File: src/hdl/sbct_pkg.sv
// Package for the swept box collision test: payload structs, time constants,
// register indexes and pipeline sizes. Depends on nothing.
`timescale 1ns / 1ps
`default_nettype none

package sbct_pkg;

   // Coordinates and displacements are signed Q16.16; the fraction cancels in every ratio.
   localparam int CoordW       = 32;
   localparam int GapW         = CoordW + 1;
   localparam int TimeFracBits = 16;
   // Signed time range covers +/- 4.0 (the infinity stand-in)
   localparam int TimeW        = TimeFracBits + 4;
   localparam int EntryTimeW   = TimeFracBits + 1;
   // Quotient bits produced by the divider: values below 8.0
   localparam int QuotW        = TimeFracBits + 3;
   // Divider pipeline depth: setup stage, one stage per quotient bit, finish stage
   localparam int DivLatency   = QuotW + 2;

   localparam logic signed [TimeW-1:0] TOne = TimeW'(1) <<< TimeFracBits;
   localparam logic signed [TimeW-1:0] TSat = TimeW'(2) <<< TimeFracBits;
   localparam logic signed [TimeW-1:0] TInf = TimeW'(4) <<< TimeFracBits;

   localparam int QueueDepthDefault = 4;
   localparam int RspDepth          = 2;
   localparam int CsrAddrW          = 4;
   localparam int CsrDataW          = 32;

   localparam logic [1:0] AxisX = 2'd0;
   localparam logic [1:0] AxisY = 2'd1;
   localparam logic [1:0] AxisZ = 2'd2;

   typedef enum logic [1:0] {
      REG_DISP_X = 2'd0,
      REG_DISP_Y = 2'd1,
      REG_DISP_Z = 2'd2
   } reg_index_type;

   typedef struct packed {
      logic signed [CoordW-1:0] moving_min_x;
      logic signed [CoordW-1:0] moving_min_y;
      logic signed [CoordW-1:0] moving_min_z;
      logic signed [CoordW-1:0] moving_max_x;
      logic signed [CoordW-1:0] moving_max_y;
      logic signed [CoordW-1:0] moving_max_z;
      logic signed [CoordW-1:0] obstacle_min_x;
      logic signed [CoordW-1:0] obstacle_min_y;
      logic signed [CoordW-1:0] obstacle_min_z;
      logic signed [CoordW-1:0] obstacle_max_x;
      logic signed [CoordW-1:0] obstacle_max_y;
      logic signed [CoordW-1:0] obstacle_max_z;
   } req_type;

   typedef struct packed {
      logic                  broad_overlap;
      logic                  hit;
      logic [EntryTimeW-1:0] entry_time;
      logic [1:0]            normal_axis;
      logic                  normal_negative;
   } rsp_type;

   // Displacement facts the back end needs, kept per axis
   typedef struct packed {
      logic [2:0]              dzero;
      logic [2:0]              dpos;
      logic [2:0][CoordW-1:0]  dabs;
   } disp_info_type;

   // Entry and exit gaps, already sign-folded so the divisor is |d|
   typedef struct packed {
      logic [2:0][GapW-1:0] g_in;
      logic [2:0][GapW-1:0] g_out;
   } gaps_type;

endpackage

`default_nettype wire

File: src/hdl/sbct_divider.sv
// Pipelined restoring divider: floor(gap * 2^TimeFracBits / |d|), saturated to
// +/- 2.0, one quotient bit per stage. Depends on sbct_pkg.
`timescale 1ns / 1ps
`default_nettype none

module sbct_divider
   import sbct_pkg::*;
(
   input  logic                    clock,
   input  logic                    en,
   input  logic [GapW-1:0]         mag,
   input  logic                    neg,
   input  logic [CoordW-1:0]       dabs,
   output logic signed [TimeW-1:0] time_out
);

   logic [CoordW-1:0] r_ff    [QuotW+1];
   logic [CoordW-1:0] r_in    [QuotW+1];
   logic [QuotW-1:0]  q_ff    [QuotW+1];
   logic [QuotW-1:0]  q_in    [QuotW+1];
   logic [GapW-1:0]   mag_ff  [QuotW+1];
   logic [GapW-1:0]   mag_in  [QuotW+1];
   logic              neg_ff  [QuotW+1];
   logic              neg_in  [QuotW+1];
   logic              ovf_ff  [QuotW+1];
   logic              ovf_in  [QuotW+1];
   logic signed [TimeW-1:0] time_ff, time_in;
   logic [TimeW-1:0]  q_ext;
   logic              q_sat, r_nz;

   // setup: a quotient of 8.0 or more only saturates
   always_comb begin
      ovf_in[0] = (mag >> 3) >= {1'b0, dabs};
      r_in[0]   = CoordW'(mag >> 3);
      q_in[0]   = '0;
      mag_in[0] = mag;
      neg_in[0] = neg;
   end

   // one quotient bit per stage
   for (genvar s = 1; s <= QuotW; s++) begin : g_stage
      localparam int BitPos = QuotW - s;
      logic              in_bit;
      logic [CoordW:0]   trial;
      logic              ge;
      if (BitPos >= TimeFracBits) begin : g_data_bit
         assign in_bit = mag_ff[s-1][BitPos - TimeFracBits];
      end else begin : g_zero_bit
         assign in_bit = 1'b0;
      end
      assign trial     = {r_ff[s-1], in_bit};
      assign ge        = trial >= {1'b0, dabs};
      assign r_in[s]   = ge ? CoordW'(trial - {1'b0, dabs}) : trial[CoordW-1:0];
      assign q_in[s]   = {q_ff[s-1][QuotW-2:0], ge};
      assign mag_in[s] = mag_ff[s-1];
      assign neg_in[s] = neg_ff[s-1];
      assign ovf_in[s] = ovf_ff[s-1];
   end

   always_ff @(posedge clock) begin
      if (en) begin
         for (int s = 0; s <= QuotW; s++) begin
            r_ff[s]   <= r_in[s];
            q_ff[s]   <= q_in[s];
            mag_ff[s] <= mag_in[s];
            neg_ff[s] <= neg_in[s];
            ovf_ff[s] <= ovf_in[s];
         end
      end
   end

   // finish: saturate, then floor toward minus infinity for negative gaps
   assign q_ext = {1'b0, q_ff[QuotW]};
   assign q_sat = ovf_ff[QuotW] || ($signed(q_ext) >= TSat);
   assign r_nz  = (r_ff[QuotW] != '0);

   always_comb begin
      if (!neg_ff[QuotW]) begin
         time_in = q_sat ? TSat : $signed(q_ext);
      end else if (q_sat) begin
         time_in = -TSat;
      end else begin
         time_in = r_nz ? $signed(~q_ext) : -$signed(q_ext);
      end
   end

   always_ff @(posedge clock) begin
      if (en) begin
         time_ff <= time_in;
      end
   end

   assign time_out = time_ff;

endmodule

`default_nettype wire

File: config.mk
export PLATFORM = sky130hd
export DESIGN_NAME = sbct_divider
export DESIGN_NICKNAME = d
export VERILOG_FILES = /design/src/hdl/sbct_pkg.sv /design/src/hdl/sbct_divider.sv
export SDC_FILE = /design/constraint.sdc
export NUM_CORES = 2
export LEC_CHECK = 0
export ABC_CLOCK_PERIOD_IN_PS = 7130
export BUFFER_PORTS_ARGS = -buffer_cell sky130_fd_sc_hd__buf_2
export CAP_MARGIN = 20
export CORE_MARGIN = 4
export CORE_UTILIZATION = 55
export CTS_CLUSTER_SIZE = 8
export DETAILED_ROUTE_END_ITERATION = 10
export PLACE_DENSITY = 0.82
export SLEW_MARGIN = 20
export SYNTH_ARGS = -nofsm -noshare
export SYNTH_HDL_FRONTEND = slang
export SYNTH_SLANG_ARGS = --single-unit
File: constraint.sdc
create_clock -name clock -period 7.13 [get_ports clock]
set_clock_uncertainty 0.2 [all_clocks]
set_input_delay 0.3565 -clock clock [delete_from_list [all_inputs] [get_ports clock]]
set_output_delay 0.3565 -clock clock [all_outputs]
set_load 0.02 [all_outputs]
# Yosys cells after proc, flatten, opt, wreduce, memory -nomap -nowiden
# Memory sizes are Yosys's and may differ from the RTL's.
# Cells that the tools add are included.
# classes
addsub	20
order_cmp	21
n_mux	25
bitwise_logic	1
n_reduce_logical	2
# ops
cell	n
greater-or-equal comparator 33 x 32 -> 1 bit	19
two-way mux 32 bit	19
subtractor 32 bit	19
two-way mux 20 bit	3
greater-or-equal comparator 30 x 32 -> 1 bit	1
nonzero test 32 bit	1
negator 19 -> 20 bit	1
inverter 19 -> 20 bit	1
greater-or-equal comparator 19 x 18 -> 1 bit, second input constant	1
two-way mux 19 bit	1
two-way mux 1 bit	2
logical OR 1 bit	1
# word_totals
regBits	20
ram_bits	1720
in_bits	68
out_inout_bits	20
elab_cells	75
memories	5
# memory_table
name	depth	word_bits	rd	rd_ports_with_merged_regs	wr	line	source
mag_ff	20	33	19	0	20	sbct_divider.sv:21	logic [GapW-1:0] mag_ff [QuotW+1];
r_ff	20	32	20	0	20	sbct_divider.sv:17	logic [CoordW-1:0] r_ff [QuotW+1];
q_ff	20	19	20	0	20	sbct_divider.sv:19	logic [QuotW-1:0] q_ff [QuotW+1];
neg_ff	20	1	20	0	20	sbct_divider.sv:23	logic neg_ff [QuotW+1];
ovf_ff	20	1	20	0	20	sbct_divider.sv:25	logic ovf_ff [QuotW+1];

# Longest topological paths before layout
# An unclocked memory read counts as a cell.
# logic_depth
depth_word	5
ltp_mapped	17
mapped_depth_nobuf	14

# Worst setup path after synthesis
# Ideal clock, no wire load.
# synth_timing
path_type	input to register
from	in dabs[1]
to	mem r_ff[4][17] (netlist: r_ff[1][17]) (data pin)
arrival_time_ns	3.629
required_time_ns	6.670
path_slack_ns	3.041
path_stages	13
n_path_buf	1
path_cell_list	inv_1 ha_1 nor2b_1 o31ai_1 a211oi_1 or3_1 a221oi_2 o21bai_1 a21oi_2 o31ai_1 a211oi_2 buf_4 mux2_2
# synth_lines
element	line	source
start: declaration	sbct_divider.sv:13	input logic [CoordW-1:0] dabs,
end: declaration	sbct_divider.sv:17	

==> out/results.tsv <==
stage	metric	value	unit
cells_and_area	num_antenna_cells	0	
critical_path	critPathTopFamily	compound AO/OA/AOI/OAI gates	
timing	setup_viol	0	
placement	placed_cells	7871	
floorplan	die_y	352	um
placement	dp_hpwl	124000	um
timing	min_period	5.07	ns
power_and_ir_drop	power.share.clock	16.7	%
timing	fmax	197	MHz
cells_and_area	final_cells	8064	
logic_synthesis	yosysTopAreaCellShare	41.3	%
grt	grt_pass1_wl	270000	um
floorplan	die_w	352	um
placement	gp_congestion	0.973	
logic_synthesis	synth_top_area_cell	edfxtp_1	
cts	tritoncts	built	
timing	hold_violations	0	
critical_path	r2r_start	r_ff[2][96]$_SDFFCE_PN0P_	
logic_synthesis	synthArstFlopShare	0	%
grt	grt_max_degree	203	
timing	setup_tns	0	ns
critical_path	cp_data_required_time	7.46	ns
cts	clk_latency	0.78	ns
worst_hold_path	whs_endpoint	mag_ff[0][1]$_DFFE_PP_	
routing	drt_iter0_markers	4986	
logic_synthesis	synth_common_cells	edfxtp_1, ha_1, a21oi_1	
routing	final_antenna_net_count	0	
placement	io_buffers	87	
power_and_ir_drop	switchingPower	14.0	mW
logic_synthesis	syn_area	65000	um2
critical_path	r2r_end	r_ff[3][4]$_DFFE_PP_	
floorplan	io_pins	88	
timing	fin_ws	2.06	ns
power_and_ir_drop	combPwrFrac	53.8	%
critical_path	path_class	reg2reg	
grt	first_global_vias	49500	
floorplan	start_util	55.7	%
logic_synthesis	yosys_warnings	0	
grt	track_usage	27.6	%
logic_synthesis	yosysMostFrequentCell	edfxtp_1	
cells_and_area	num-nets-final	7244	
logic_synthesis	syn_nets	7083	
logic_synthesis	synth_top_flop_cell	edfxtp_1	
timing	slew_violations	0	
cts	numCtsBuffers	130	
cts	clockBufferDepth	3	
floorplan	rows	125	
critical_path	critPathLaunchType	flip-flop	
outcome	status	complete, no violations	
floorplan	core_area	117000	um2
routing	finalWirelength	174000	um
cts	clk_pin_slew	0.05	ns
routing	num_vias	51400	
power_and_ir_drop	power_frac_seq	29.5	%
cells_and_area	final_area	71400	um2
cts	postCtsSetupRepairBufs	0	
grt	antenna_found_initial	7	
critical_path	critPathCaptureType	flip-flop	
routing	vias_per_cell	6.37	
cells_and_area	final_core_util	61.2	%
critical_path	crit_chain	ha_1, nor2b_1, o31a_1, o31ai_2, a32oi_1, o311ai_1, a311oi_1, o41ai_2, o21bai_1, a41oi_4, buf_4, mux2_2	
critical_path	path_buf_inv	1	
logic_synthesis	ys_ff_latch	894	
logic_synthesis	synthTopCellsByArea	edfxtp_1, ha_1, mux2_2, a21oi_1, xnor2_1	
grt	overflow	0	
worst_hold_path	min_path_type	in2reg	
power_and_ir_drop	ir_worst_vdd	0.295	mV
floorplan	dieArea	124000	um2
power_and_ir_drop	powerDensity	480	nW/um2
critical_path	reg2reg_slack	2.06	ns
placement	pre_cts_slack	1.46	ns
cells_and_area	area_growth	9.98	%
timing	period_share	71.1	%
logic_synthesis	synth_area_per_cell	10.2	um2
cts	cts_root_buffer	clkbuf_16	
logic_synthesis	seq_area_frac_synth	41.3	%
placement	placed_area	67300	um2
timing	rsz0062_at_grt	false	
routing	dr.pass1.iters	6	
worst_hold_path	hold_path.startpoint	mag[1]	
logic_synthesis	synth-edff-count	894	
cells_and_area	fillers	9261	
critical_path	max_stage_delay	0.84	ns
logic_synthesis	synth_cells	6358	
critical_path	r2r_cells	12	
power_and_ir_drop	p_int	20.3	mW
routing	wl_per_cell	21.5	um
power_and_ir_drop	p_leak	28.8	nW
timing	slew_headroom	24.3	%
logic_synthesis	synth_cell_types	102	
job	cap_violations	0	
timing	tightest_slew	1.14	ns
critical_path	cp_max_fo	34	
cts	cts-htree-levels	4	
worst_hold_path	hold_depth	2	
routing	drc	0	
cts	clock_sinks	894	
cells_and_area	drive_above_1_share	10.4	%
power_and_ir_drop	power.share.switching	40.7	%
critical_path	crit_slowest_cell	a41oi_4	
critical_path	critPathArrivalTime	5.41	ns
==> worst register-to-register path: cells and delay by family, from the launching register on <==
kind                       cells  cell delay [ns]
AOI/OAI and AO/OA              8             3.01
DFF                            1             0.43
muxes                          1             0.35
adders and majority gates      1             0.34
buffers and inverters          1             0.34
and+or+nand+nor                1             0.17
==> cell type report <==
cell class | count | area [um2] | area share, %
clock buffer | 137 | 3280 | 4.59
clock inverter | 16 | 412 | 0.576
inverter | 206 | 776 | 1.09
multi-input combinational | 5086 | 36700 | 51.4
sequential | 894 | 26800 | 37.6
tap | 1524 | 1910 | 2.67
timing repair buffer | 201 | 1510 | 2.11
==> stage by stage <==
step	power, mW	hold slack (ns)
after floorplan	23.8	0.200
after global placement	27.5	0.200
after detailed placement	28.1	0.205
after CTS	34.0	0.0325
after global routing	36.6	0.0838
final	34.3	0.0870
==> worst max path at each step <==
| stage | slack, ns | end | depth (start not counted) | from |
|---|---|---|---|---|
| final | 2.06 | r_ff[3][4]$_DFFE_PP_ | 12 | r_ff[2][96]$_SDFFCE_PN0P_ |
| after floorplan | 3.04 | r_ff[1][17]$_DFFE_PP_ | 13 | dabs[1] |
| after CTS | 2.10 | r_ff[3][4]$_DFFE_PP_ | 12 | r_ff[2][96]$_SDFFCE_PN0P_ |
| after global placement | 1.61 | r_ff[1][8]$_DFFE_PP_ | 15 | dabs[1] |
| after global routing | 1.73 | r_ff[3][4]$_DFFE_PP_ | 12 | r_ff[2][96]$_SDFFCE_PN0P_ |
| after detailed placement | 1.46 | r_ff[3][4]$_DFFE_PP_ | 14 | dabs[3] |
==> layer usage <==
| layer | vias up | global-route usage (%) | share of wire [%] | wire [um] |
|---|---|---|---|---|
| li1 | 24300 | - | - | - |
| met2 | 2037 | 44.8 | 46 | 79500 |
| met3 | 433 | 4.70 | 7.5 | 13000 |
| met1 | 24600 | 36.9 | 43 | 74200 |
| met5 | - | 0 | 0.0052 | 9 |
| met4 | 2 | 11.3 | 4.0 | 6990 |
==> registers in the layout, indices dropped and copies added, names as in the netlist <==
signal,flops
time_out,20
mag_ff,35
q_ff,190
r_ff,609
neg_ff,20
ovf_ff,20
==> repair_timing <==
item                      in CTS  in global routing
hold buffers                  36                  0
hold endpoints to repair     106                  0
gates resized for setup        0                  0
==> kinds of logic after synthesis <==
kind of cell / after synthesis / synth area share, %
AOI/OAI and AO/OA: 1973 / 19.2
xor gates and xnor gates: 526 / 7.09
buffers and inverters: 378 / 2.32
DFF: 894 / 41.3
and+or+nand+nor: 1629 / 12.0
muxes: 301 / 5.20
adders and majority gates: 657 / 12.9
==> power groups by stage <==
stage	sequential [mW]	clock, mW	combinational, mW
after floorplan	9.48	0	14.4
after global routing	10.2	6.05	20.3
after global placement	10.2	0	17.4
final	10.1	5.72	18.4
after CTS	10.1	5.84	18.1
after detailed placement	10.2	0	17.9
==> placed cells by master (no fill, tap or decap), drive strengths merged, types with 165 or more instances in the layout <==
cell and n:
xnor2 291, mux2 284, nand2 518, nor2 383, a21oi 605, buf 165
ha 638, inv 209, edfxtp 894, xor2 235, o21ai 495, a21o 296
Power figures use the tool's default switching activity.
